`src/slist_pkg.sv`:
```
`default_nettype none
package slist_pkg;

	typedef enum logic [1:0] {
		OP_INSERT = 2'd0,
		OP_REMOVE = 2'd1,
		OP_READ   = 2'd2,
		OP_NOP    = 2'd3
	} op_t;

	localparam logic [1:0] REQ_INSERT = 2'd0;
	localparam logic [1:0] REQ_REMOVE = 2'd1;
	localparam logic [1:0] REQ_READ   = 2'd2;

	localparam logic [1:0] ST_OK        = 2'd0;
	localparam logic [1:0] ST_FULL      = 2'd1;
	localparam logic [1:0] ST_NOT_FOUND = 2'd2;
	localparam logic [1:0] ST_BAD_INDEX = 2'd3;

	typedef struct packed {
		logic [1:0]         req_type;
		logic signed [31:0] value;
		logic [3:0]         position;
	} req_t;

	typedef struct packed {
		logic [1:0]         status;
		logic signed [31:0] read_value;
		logic [4:0]         entry_count;
	} rsp_t;

	typedef struct packed {
		op_t                op;
		logic signed [31:0] value;
		logic [3:0]         position;
	} cmd_t;

	typedef struct packed {
		logic valid;
		cmd_t cmd;
	} cmd_q_t;

	typedef enum logic [2:0] {
		BS_IDLE,
		BS_INS_CMP,
		BS_INS_PUT,
		BS_REM_CMP,
		BS_SH_WR,
		BS_RD_OUT
	} bst_t;

endpackage
`default_nettype wire

```
`src/slist_front.sv`:
```
`default_nettype none
module slist_front (
	input  wire              clk,
	input  wire              arst_n,
	input  wire              start,
	output logic             busy,
	input  slist_pkg::req_t  req,
	output slist_pkg::cmd_q_t cq,
	input  wire              take
);

	slist_pkg::cmd_t ent_q [2];
	logic            wr_q;
	logic            rd_q;
	logic [1:0]      n_q;
	logic            push;
	logic            pop;
	slist_pkg::cmd_t cls;

	// classify the request before it is queued
	always_comb begin
		cls.value    = req.value;
		cls.position = req.position;
		unique case (req.req_type)
			slist_pkg::REQ_INSERT: cls.op = slist_pkg::OP_INSERT;
			slist_pkg::REQ_REMOVE: cls.op = slist_pkg::OP_REMOVE;
			slist_pkg::REQ_READ:   cls.op = slist_pkg::OP_READ;
			default:               cls.op = slist_pkg::OP_NOP;
		endcase
	end

	assign busy     = (n_q == 2'd2);
	assign push     = start && !busy;
	assign pop      = take && cq.valid;
	assign cq.valid = (n_q != 2'd0);
	assign cq.cmd   = ent_q[rd_q];

	always_ff @(posedge clk) begin
		if (push) ent_q[wr_q] <= cls;
	end

	always_ff @(posedge clk or negedge arst_n) begin
		if (!arst_n) begin
			wr_q <= 1'b0;
			rd_q <= 1'b0;
			n_q  <= 2'd0;
		end else begin
			if (push) wr_q <= !wr_q;
			if (pop) rd_q <= !rd_q;
			n_q <= n_q + {1'b0, push} - {1'b0, pop};
		end
	end

endmodule
`default_nettype wire

```
`src/slist_back.sv`:
```
`default_nettype none
module slist_back #(
	parameter int DEPTH = 16
) (
	input  wire               clk,
	input  wire               arst_n,
	input  slist_pkg::cmd_q_t cq,
	output logic              take,
	output logic              done,
	output slist_pkg::rsp_t   rsp
);

	localparam int AW = (DEPTH > 1) ? $clog2(DEPTH) : 1;
	localparam int CW = $clog2(DEPTH + 1);
	localparam int XW = CW + 1;
	localparam int PW = (CW > 4) ? CW : 4;

	logic signed [31:0] mem [DEPTH];
	logic signed [31:0] rdata_q;

	slist_pkg::bst_t st_q, st_d;
	slist_pkg::cmd_t cmd_q;
	logic [CW-1:0]   cnt_q, cnt_d;
	logic [AW-1:0]   k_q, k_d;
	logic            we;
	logic [AW-1:0]   waddr, raddr;
	logic signed [31:0] wdata;
	logic            fin;
	logic [1:0]      fst;
	logic signed [31:0] frd;
	logic [CW+4:0]   cnt_ext;
	logic [XW-1:0]   k_p1, k_p2, cnt_x;

	assign take  = (st_q == slist_pkg::BS_IDLE);
	assign k_p1  = XW'(k_q) + XW'(1);
	assign k_p2  = XW'(k_q) + XW'(2);
	assign cnt_x = XW'(cnt_q);

	always_ff @(posedge clk) begin
		if (we) mem[waddr] <= wdata;
		rdata_q <= mem[raddr];
	end

	always_comb begin
		st_d  = st_q;
		cnt_d = cnt_q;
		k_d   = k_q;
		we    = 1'b0;
		waddr = k_q;
		wdata = cmd_q.value;
		raddr = k_q;
		fin   = 1'b0;
		fst   = slist_pkg::ST_OK;
		frd   = '0;
		unique case (st_q)
			slist_pkg::BS_IDLE: begin
				if (cq.valid) begin
					unique case (cq.cmd.op)
						slist_pkg::OP_INSERT: begin
							if (cnt_q >= CW'(DEPTH)) begin
								fin = 1'b1;
								fst = slist_pkg::ST_FULL;
							end else if (cnt_q == '0) begin
								st_d = slist_pkg::BS_INS_PUT;
							end else begin
								k_d   = cnt_q[AW-1:0];
								raddr = cnt_q[AW-1:0] - AW'(1);
								st_d  = slist_pkg::BS_INS_CMP;
							end
						end
						slist_pkg::OP_REMOVE: begin
							if (cnt_q == '0) begin
								fin = 1'b1;
								fst = slist_pkg::ST_NOT_FOUND;
							end else begin
								k_d   = '0;
								raddr = '0;
								st_d  = slist_pkg::BS_REM_CMP;
							end
						end
						slist_pkg::OP_READ: begin
							if (PW'(cq.cmd.position) < PW'(cnt_q)) begin
								raddr = AW'(cq.cmd.position);
								st_d  = slist_pkg::BS_RD_OUT;
							end else begin
								fin = 1'b1;
								fst = slist_pkg::ST_BAD_INDEX;
							end
						end
						default: fin = 1'b1;
					endcase
				end
			end
			slist_pkg::BS_INS_CMP: begin
				// shift larger entries up, stop at the first one not above the value
				we = 1'b1;
				if (rdata_q > cmd_q.value) begin
					wdata = rdata_q;
					k_d   = k_q - AW'(1);
					raddr = k_q - AW'(2);
					if (k_q == AW'(1)) st_d = slist_pkg::BS_INS_PUT;
				end else begin
					fin   = 1'b1;
					cnt_d = cnt_q + CW'(1);
					st_d  = slist_pkg::BS_IDLE;
				end
			end
			slist_pkg::BS_INS_PUT: begin
				we    = 1'b1;
				waddr = '0;
				fin   = 1'b1;
				cnt_d = cnt_q + CW'(1);
				st_d  = slist_pkg::BS_IDLE;
			end
			slist_pkg::BS_REM_CMP: begin
				raddr = k_p1[AW-1:0];
				if (rdata_q == cmd_q.value) begin
					if (k_p1 >= cnt_x) begin
						fin   = 1'b1;
						cnt_d = cnt_q - CW'(1);
						st_d  = slist_pkg::BS_IDLE;
					end else begin
						st_d = slist_pkg::BS_SH_WR;
					end
				end else if (k_p1 >= cnt_x) begin
					fin  = 1'b1;
					fst  = slist_pkg::ST_NOT_FOUND;
					st_d = slist_pkg::BS_IDLE;
				end else begin
					k_d = k_p1[AW-1:0];
				end
			end
			slist_pkg::BS_SH_WR: begin
				// close the gap one entry per cycle
				we    = 1'b1;
				wdata = rdata_q;
				k_d   = k_p1[AW-1:0];
				raddr = k_p2[AW-1:0];
				if (k_p2 >= cnt_x) begin
					fin   = 1'b1;
					cnt_d = cnt_q - CW'(1);
					st_d  = slist_pkg::BS_IDLE;
				end
			end
			slist_pkg::BS_RD_OUT: begin
				fin  = 1'b1;
				frd  = rdata_q;
				st_d = slist_pkg::BS_IDLE;
			end
			default: st_d = slist_pkg::BS_IDLE;
		endcase
	end

	assign cnt_ext = {5'b0, cnt_d};

	always_ff @(posedge clk) begin
		if (take && cq.valid) cmd_q <= cq.cmd;
		k_q <= k_d;
		if (fin) begin
			rsp.status      <= fst;
			rsp.read_value  <= frd;
			rsp.entry_count <= cnt_ext[4:0];
		end
	end

	always_ff @(posedge clk or negedge arst_n) begin
		if (!arst_n) begin
			st_q  <= slist_pkg::BS_IDLE;
			cnt_q <= '0;
			done  <= 1'b0;
		end else begin
			st_q  <= st_d;
			cnt_q <= cnt_d;
			done  <= fin;
		end
	end

	a_cnt_bound: assert property (@(posedge clk) disable iff (!arst_n)
		cnt_q <= CW'(DEPTH))
		else $error("entry count above depth");

	a_cnt_with_result: assert property (@(posedge clk) disable iff (!arst_n)
		cnt_q != $past(cnt_q) |-> done)
		else $error("count changed without a result");

	a_full_status: assert property (@(posedge clk) disable iff (!arst_n)
		done && rsp.status == slist_pkg::ST_FULL |-> cnt_q == CW'(DEPTH))
		else $error("full status while list not full");

	a_busy_back: assert property (@(posedge clk) disable iff (!arst_n)
		st_q != slist_pkg::BS_IDLE |=> !(done && $past(done)))
		else $error("result strobe longer than one cycle");

endmodule
`default_nettype wire

```
`src/sorted_list_insert_remove.sv`:
```
`default_nettype none
// Channel   Ports                     Handshake
// request   start, busy, req          taken when start && !busy
// result    done, rsp                 one cycle on done, no back-pressure
//
// Read: the entry is read, then given out. Insert: each larger entry is shifted
// up one slot, then the value is written. Remove: entries are scanned up to a
// match, then later ones shift down; the one-read one-write entry memory with
// registered read sets this. A request refused or ignored at once (insert when
// full, remove when empty, read beyond the count, unused code) ends in idle.
// A two-entry request queue keeps taking requests while the back end works;
// busy rises only when it is full. Reset clears the count; entries need none.
module sorted_list_insert_remove #(
	parameter int DEPTH = 16
) (
	input  wire             clk,
	input  wire             arst_n,
	input  wire             start,
	output logic            busy,
	input  slist_pkg::req_t req,
	output logic            done,
	output slist_pkg::rsp_t rsp
);

	slist_pkg::cmd_q_t cq;
	logic              take;

	slist_front u_front (
		.clk    (clk),
		.arst_n (arst_n),
		.start  (start),
		.busy   (busy),
		.req    (req),
		.cq     (cq),
		.take   (take)
	);

	slist_back #(
		.DEPTH (DEPTH)
	) u_back (
		.clk    (clk),
		.arst_n (arst_n),
		.cq     (cq),
		.take   (take),
		.done   (done),
		.rsp    (rsp)
	);

endmodule
`default_nettype wire

```
`config.mk`:
```
export PLATFORM = sky130hd
export DESIGN_NAME = sorted_list_insert_remove
export DESIGN_NICKNAME = d
export VERILOG_FILES = /design/src/slist_pkg.sv /design/src/slist_front.sv /design/src/slist_back.sv /design/src/sorted_list_insert_remove.sv
export SDC_FILE = /design/constraint.sdc
export NUM_CORES = 1
export LEC_CHECK = 0
export BUFFER_PORTS_ARGS = -buffer_cell sky130_fd_sc_hd__buf_2
export CAP_MARGIN = 10
export CELL_PAD_IN_SITES_DETAIL_PLACEMENT = 0
export CELL_PAD_IN_SITES_GLOBAL_PLACEMENT = 1
export CORE_MARGIN = 5
export CORE_UTILIZATION = 47
export DETAILED_ROUTE_END_ITERATION = 10
export PLACE_DENSITY = 0.84
export REMOVE_ABC_BUFFERS = 1
export SYNTH_ARGS = -nofsm -noshare
export SYNTH_HDL_FRONTEND = slang
export SYNTH_SLANG_ARGS = --single-unit
export TNS_END_PERCENT = 1
```
`constraint.sdc`:
```
create_clock -name clk -period 4.7 [get_ports clk]
set_input_delay 0 -clock clk [delete_from_list [all_inputs] [get_ports clk]]
set_output_delay 0 -clock clk [all_outputs]
set_load 0.02 [all_outputs]
```
* After elaboration in Yosys (flattened, before gate mapping)
Memory sizes are Yosys's and may differ from the RTL's. A register that Yosys moved wholly into a read port is not among the register bits.
Index checks and enable logic that the tools add are counted.
** Word-level totals
- Bits in registers :: 88
- RAM bits :: 588
- Input port bits :: 41
- Logic and storage cells :: 127
- Memories kept :: 2
** Memories
- u_back.mem :: depth 16, width 32, read ports 1, clocked after memory_dff 1, wr ports 1, RTL line slist_back.sv:18 : logic signed [31:0] mem [DEPTH];
- u_front.ent_q :: depth 2, width 38, read ports 1, clocked after memory_dff 0, wr ports 1, RTL line slist_front.sv:12 : slist_pkg::cmd_t ent_q [2];
** Operators by class
- Add/sub/neg operators :: 9
- $lt $le $gt $ge :: 5
- Equal/unequal tests :: 25
- Mux-type cells :: 60
- Reductions and logical operators :: 15
** Operators by type and width (number)
- $pmux 32 s2 :: 1
- $mux 4 :: 13
- $eq 32x32->1 :: 1
- $gt 32x32->1 :: 1
- $mux 32 :: 1
- $pmux 4 s4 :: 2
- $mux 3 :: 10
- $mux 5 :: 4
- $pmux 5 s4 :: 1
- $ne 3x3->1 const B :: 6
- $reduce_and 8->1 :: 2
- $mux 1 :: 13
- $ge 6x5->1 :: 2
- $mux 2 :: 6
- $pmux 2 s3 :: 2
- $pmux 3 s4 :: 1
- $pmux 4 s3 :: 1
- $pmux 3 s3 :: 1
- $pmux 4 s2 :: 1
- $sub 4x1->4 const B :: 2
- $eq 2x2->1 const B :: 3
- $eq 3x2->1 const B :: 2
- $eq 3x3->1 const B :: 2
- $ne 2x1->1 const B :: 3
- 27 further kinds :: 33

* Depth between registers and ports, before layout
Gate-level depths: netlist of the first run.
- Depth after elaboration :: 6
- Gate-level depth with buffers :: 19
- Mapped depth without buffers :: 13

* By module
From an unflattened synthesis of the first run, not the netlist that was laid out.
** Unflattened totals
- Cell total of the unflattened synthesis :: 1766
- Area, all modules :: 28009.4 µm²
** Modules (own cells, without submodules)
- slist_back :: instances 1, cells an instance 1628, area an instance 25010.2 µm², seq. area each 18492.7 µm²
- slist_front :: instances 1, cells an instance 138, area an instance 2999.1 µm², seq. area each 2382.3 µm²

* Worst setup path before layout of the first run
OpenSTA, ideal clock, no wires.
- Path kind :: register -> register
- Start point :: register u_front.rd_q
- End point :: register u_back.rdata_q[29] (read register of u_back.mem)
- Arrival :: 4.282 ns
- Path slack :: 0.284 ns
- Cell stages (with the launch flop) :: 19
- Cell sequence :: dfrtp_1 > buf_1 > clkbuf_1 > mux2i_1 > inv_1 > ha_1 > o21ba_2 > clkbuf_1 > o41ai_1 > or4b_4 > buf_6 > a211o_1 > buf_6 > buf_6 > nand2_1 > nand3_1 > a21oi_1 > nor4b_1 > or4_1
** On the way
- Cells in the longest elaborated chain, start to end :: 6
** Ends and longest elaborated chain
- start, declared :: RTL line slist_front.sv:14 : logic rd_q;
- start signal, assigned :: RTL line slist_front.sv:49 : if (pop) rd_q <= !rd_q;
- $mem_v2 2x38 (*)
- $lt 4x5->1 :: RTL line slist_back.sv:82 : if (PW'(cq.cmd.position) < PW'(cnt_q)) begin
- $mux 4 :: RTL line slist_back.sv:82
- $pmux 4 s3 (*) :: RTL line slist_back.sv:58 : unique case (cq.cmd.op)
- $mux 4 (*) :: RTL line slist_back.sv:57 : if (cq.valid) begin
- $pmux 4 s4 (*) :: RTL line slist_back.sv:55 : unique case (st_q)
- end, declared :: RTL line slist_back.sv:19 : logic signed [31:0] rdata_q;
Every way passes the cells marked *; elsewhere a longest branch is shown, timed or not.
A chain may end at the register's enable or synchronous reset.

* Worst setup path in the final report of the first run
- Start point :: register u_back.cmd_q[4] (netlist name)
- End point :: register u_back.rdata_q[22] (read register of u_back.mem)
** On the way
- Cells in the longest elaborated chain, start to end :: 3
** Ends and longest elaborated chain
- start, declared :: RTL line slist_back.sv:22 : slist_pkg::cmd_t cmd_q;
- start signal, assigned :: RTL line slist_back.sv:157 : if (take && cq.valid) cmd_q <= cq.cmd;
- $gt 32x32->1 :: RTL line slist_back.sv:97 : if (rdata_q > cmd_q.value) begin
- $mux 4 :: RTL line slist_back.sv:97
- $pmux 4 s4 :: RTL line slist_back.sv:55
No other way between the ends.

==> results of run 1 <==
## cell type report
| cell class | count | share of cell area |
|---|---|---|
| sequential | 708 | 0.603 |
| multi-input combinational | 1229 | 0.233 |
| clock buffer | 97 | 0.0586 |
| timing repair buffer | 233 | 0.0519 |
| tap | 846 | 0.0306 |
| clock inverter | 40 | 0.0171 |
| inverter | 58 | 0.00629 |
## worst register-to-register path: cells and delay by family, from the launching register on
kind	cells	cell delay, ps
AOI/OAI and AO/OA	4	920
adders and majority gates	1	330
buffers and inverters	3	960
DFF	1	470
and+or+nand+nor	5	1720
## metal layers
| metal | global-route usage | vias up | part of all wire |
|---|---|---|---|
| met1 | 0.318 | 9892 | 0.38 |
| met2 | 0.397 | 1290 | 0.47 |
| met5 | 0 | - | 0 |
| li1 | - | 8602 | - |
| met3 | 0.0522 | 230 | 0.11 |
| met4 | 0.102 | 0 | 0.040 |
## what timing repair did
| action | CTS | global route |
|---|---|---|
| hold buffers | 41 | 0 |
| gates resized for setup | 0 | 2 |
| endpoints found under the hold margin | 98 | 0 |
| setup endpoints to repair | 0 | 31 |
## synth_stat cells (all sizes together), types with 9 or more instances
cell type and instances:
o21ai 93, inv 57, or4 62, buf 45, clkbuf 92, o221ai 34
nand2 221, o22ai 67, mux2 38, edfxtp 663, dfxtp 32, nand4 38
o211ai 37, nand3 57, mux2i 37, nor3 15, xnor2 9, dfrtp 13
and3 36, a2bb2oi 31, a311oi 32, nor2 165, ha 61, a21oi 66
## registers in the layout, summed over array words and instances, names as in the netlist
signal	cells
u_front.n_q	2
u_back.cnt_q	5
u_back.cmd_q	32
u_front.ent_q	76
u_back.st_q	3
u_back.done	1
u_back.rdata_q	32
u_back.mem	512
u_back.k_q	4
u_front.rd_q	1
u_back.rsp	39
u_front.wr_q	1
## worst paths after layout
kind / to / slack, ps / cells past startpoint
hold / removal: u_front.ent_q[1][18] / 90 / 2
max in group asynchronous: u_back.st_q[0] / 3710 / 3
setup reg to reg: u_back.rdata_q[22] / 160 / 13
hold reg to reg: u_back.rdata_q[25] / 520 / 2
setup / recovery: u_back.rdata_q[22] / 160 / 13
min in group asynchronous: u_front.rd_q / 510 / 3
## through the flow
stage	hold slack, ps	setup slack (ps)	cell area (µm²)	TNS [ps]
finish	88.1	165	34600	0
global route	90.6	104	34600	0
CTS	71.0	51.0	34600	0
detailed placement	-80.4	127	31600	0
global placement	-80.9	172	31600	0
floorplan	-296	-5060	28900	-421520
## cells by family after synthesis
| kind of cell | synth area share |
|---|---|
| fa+ha+maj | 0.0258 |
| compound gates | 0.102 |
| mux | 0.0270 |
| xor+xnor | 0.00444 |
| buf+inv | 0.0289 |
| simple gates | 0.106 |
| flops | 0.706 |
==> flow_metrics.tcl, run 1 <==
set metrics [dict create \
    status "finished clean" \
    crit_chain "ha_1 -> nand4_1 -> nor4_1 -> nand4b_1 -> nand3_1 -> buf_4 -> a21oi_4 -> buf_4 -> o31ai_4 -> buf_4 -> a311oi_1 -> o221ai_1 -> nand4_1" \
    initial_core_util 0.471 \
    dp_hpwl_mm 48.6 \
    coreArea_um2 62700 \
    finalHoldViolCount 0 \
    synth_top_area_frac 0.673 \
    clock_sinks 708 \
    gp_congestion 0.874 \
    fmax_mhz 220 \
    ys.flop_type "edfxtp_1" \
    root_buffer "clkbuf_16" \
    dp_cells 3033 \
    layout_common_cells "663 x edfxtp_1, 218 x nand2_1, 151 x nor2_1" \
    numCtsBuffers 75 \
    rr_startpoint "u_back.cmd_q[4]" \
    synth_area_um2 29600 \
    cts_tree "built" \
    ioPinCount 82 \
    drv_slew 0 \
    yosysUniqueCellTypes 83 \
    num_antenna_cells 0 \
    skew_ps 33.6 \
    multi_input_comb_area_um2 8060 \
    path_common_cell "buf_4" \
    clk_pin_slew_ps 60 \
    synth_area_leader_cell "edfxtp_1" \
    fin_nets 2407 \
    async_flop_share 0.0184 \
    dr.pass1.iters 7 \
    cp_top_family "simple AND/OR/NAND/NOR gates" \
    rows 92 \
    arrival_ps 5020 \
    fill_cells 4947 \
    routedWlPerCell_um 26.3 \
    floorplan.die_area_um2 68000 \
    instances_no_fill 3211 \
    port_buffers 81 \
    grt_antenna_before_repair 0 \
    startpoint_type "flop" \
    cts.htree.levels 3 \
    avgSynthCellArea_um2 13.9 \
    synth_cells 2132 \
    startpoint "u_back.cmd_q[4]" \
    clkLatencyLatePin_ps 630 \
    drt-total-wl_mm 84.4 \
    grt-ovfl-total 0 \
    ys_seq_elements 708 \
    drt_iter0_markers 2383 \
    die_w_um 261 \
    crit_buf_inv 3 \
    cap_violations 0 \
    required_ps 5180 \
    timing.final.crit_share 0.965 \
    drive_gt1_frac 0.167 \
    critPathKind "reg2reg" \
    synth-edff-count 663 \
    final_common_cell "edfxtp_1" \
    worst-path-max-fanout 30 \
    slowest_delay_ps 790 \
    seq_area_um2 20900 \
    tightest_slew_ps 1060 \
    utilization 0.552 \
    drtAntennaViolNets 0 \
    rsz0062_at_grt "false" \
    grt_usage 0.243 \
    crit_slowest_cell "nor4_1" \
    viasPerCell 6.23 \
    hold_start "req[18]" \
    drc 0 \
    cts.path.max_buffers 3 \
    area_growth_pct 17.1 \
    synth_warnings 0 \
    period_minus_slack_ps 4540 \
    worstSetupEndpointType "flop" \
    slew_headroom 0.287 \
    dieHeight_um 261 \
    grt_max_degree 72 \
    grt_pass1_vias 20000 \
    ys_top_cells_by_area "edfxtp_1 67%, nand2_1 2.8%, ha_1 2.6%, dfxtp_1 2.2%, nor2_1 2.1%" \
    setup_viol 0 \
    grt_pass1_wl_mm 124 \
    hold_path.class "in2reg" \
    post_cts_buffers 0 \
    seq_area_frac_synth 0.706 \
    route.vias.total 20000 \
]
Power of run 1 is left out: the tool's default activity adds up to more than one toggle a clock period on the data nets, which glitch-free logic cannot reach.
==> run 2, diff against run 1 <==
Settings changed: CORE_UTILIZATION 47 to 55, PLACE_DENSITY 0.84 to 0.92.
Clock period 4.7 ns to 5.6 ns, I/O delays scaled along.
==> run 2 against run 1 <==
Compared with the run above: routed wire length down 2.9%; sequential share of layout area is 1.3 points higher; global-route usage grew 2.9 points; sequential cell count unchanged; worst setup slack improved by 520 ps; critical endpoint is now u_back.rdata_q[29]; non-clock buffer count is 28 lower; clock-buffer cell count fell by 2; first-iteration DRC count grew 10%.
==> flow_metrics.tcl, run 2 (same netlist as run 1, synthesis figures left out) <==
set metrics [dict create \
    status "finished clean" \
    place_area_um2 31100 \
    final.setup.tns_ps 0 \
    drtAntennaViolNets 0 \
    timing.final.crit_share 0.878 \
    cts_tree "built" \
    reg.largest.list "u_back.mem x512, u_front.ent_q x76, u_back.rsp x39" \
    grt_pass1_wl_mm 121 \
    gp_congestion 0.913 \
    post_cts_buffers 0 \
    slew_headroom 0.256 \
    top_register "u_back.mem" \
    fin_nets 2377 \
    drt_iter0_markers 2622 \
    grt-ovfl-total 0 \
    final_common_cell "edfxtp_1" \
    clk_pin_slew_ps 60 \
    skew_ps 26.9 \
    fmax_mhz 203 \
    path_common_cell "buf_4" \
    grt_antenna_before_repair 1 \
    routedWlPerCell_um 27.0 \
    drc 0 \
    critPathKind "reg2reg" \
    rsz0062_at_grt "false" \
    route.vias.total 19800 \
    rows 85 \
    cap_violations 0 \
    floorplan.die_area_um2 58500 \
    grt_pass1_vias 19500 \
    drv_slew 0 \
    coreArea_um2 53500 \
    cts.path.max_buffers 3 \
    crit_slowest_cell "nor3_1" \
    hold_path.class "in2reg" \
    cts_resized 0 \
    required_ps 6140 \
    grt_max_degree 81 \
    fin_area_um2 33900 \
    worstSetupEndpointType "flop" \
    dieHeight_um 242 \
    drt-total-wl_mm 81.9 \
    tightest_slew_ps 1110 \
    root_buffer "clkbuf_16" \
    period_minus_slack_ps 4920 \
    setup_viol 0 \
    num_antenna_cells 0 \
    numCtsBuffers 73 \
    arrival_ps 5460 \
    worst-path-max-fanout 23 \
    drive_gt1_frac 0.155 \
    initial_core_util 0.553 \
    layout_common_cells "663 x edfxtp_1, 218 x nand2_1, 151 x nor2_1" \
    clkLatencyLatePin_ps 610 \
    largest_reg_flops 512 \
    cts.htree.levels 3 \
    clock_sinks 708 \
    dp_hpwl_mm 47.3 \
    ioPinCount 82 \
    slowest_delay_ps 560 \
    port_buffers 81 \
    area_growth_pct 14.6 \
    die_w_um 242 \
    hold_buffers 41 \
    finalHoldViolCount 0 \
    startpoint_type "flop" \
    dr.pass1.iters 6 \
    grt_usage 0.272 \
    viasPerCell 6.55 \
    crit_chain "inv_1 -> ha_1 -> nand4_1 -> nor4_1 -> nand2_1 -> nor3_1 -> nand4b_1 -> a211oi_1 -> nor3_2 -> buf_4 -> buf_4 -> and2_1 -> buf_4 -> and3_1 -> or4_1" \
]
## run 2: cell count changes in the layout (fill, tap and decap cells not counted), sizes merged
| cell | change |
|---|---|
| buf | -29 |
| bufinv | -7 |
| clkinv | +4 |
| clkinvlp | +2 |
| clkbuf | -1 |
| inv | -1 |
## run 2: path summary, 6_finish.rpt
kind                                    start                   end  slack (ps)  depth (start not counted)
max                          u_back.cmd_q[33]    u_back.rdata_q[29]         680                         15
min                                   req[18]  u_front.ent_q[1][18]         120                          2
max reg2reg                  u_back.cmd_q[33]    u_back.rdata_q[29]         680                         15
min reg2reg                u_back.mem[15][21]    u_back.rdata_q[21]         530                          2
max in group asynchronous              arst_n          u_front.rd_q        4550                          3
min in group asynchronous              arst_n       u_back.cnt_q[4]         540                          3
## run 2: critical path, delay by kind of cell (launching register included)
family,cells,cell delay [ps]
AOI/OAI and AO/OA,1,160
adders and majority gates,1,310
buffers and inverters,4,1200
DFF,1,340
and+or+nand+nor,9,2820
## run 2: final cells by class
class	instances	area (µm²)
Tap cell	696	871
Multi-Input combinational cell	1229	8050
Inverter	58	218
Fill cell	3708	19600
Sequential cell	708	20900
Clock inverter	38	364
Timing Repair Buffer	205	1510
Clock buffer	95	2010
## run 2: routing by layer
layer	global-route usage	vias up	share of wire
li1	-	8560	-
met5	0	-	0
met4	0.113	0	0.043
met2	0.446	1294	0.48
met3	0.0503	233	0.11
met1	0.363	9742	0.37
## run 2: per-stage QoR
| stage | instances | setup WS, ps | hold slack [ps] | util |
|---|---|---|---|---|
| after floorplan | 1995 | -4160 | -296 | - |
| after global placement | 2852 | 835 | -78.9 | 0.581 |
| after detailed placement | 2853 | 588 | -65.7 | 0.582 |
| after CTS | 3027 | 499 | 85.0 | 0.634 |
| after global routing | 3029 | 488 | 117 | 0.634 |
| final | 3029 | 681 | 120 | 0.634 |
Power of run 2 is left out for the same reason.
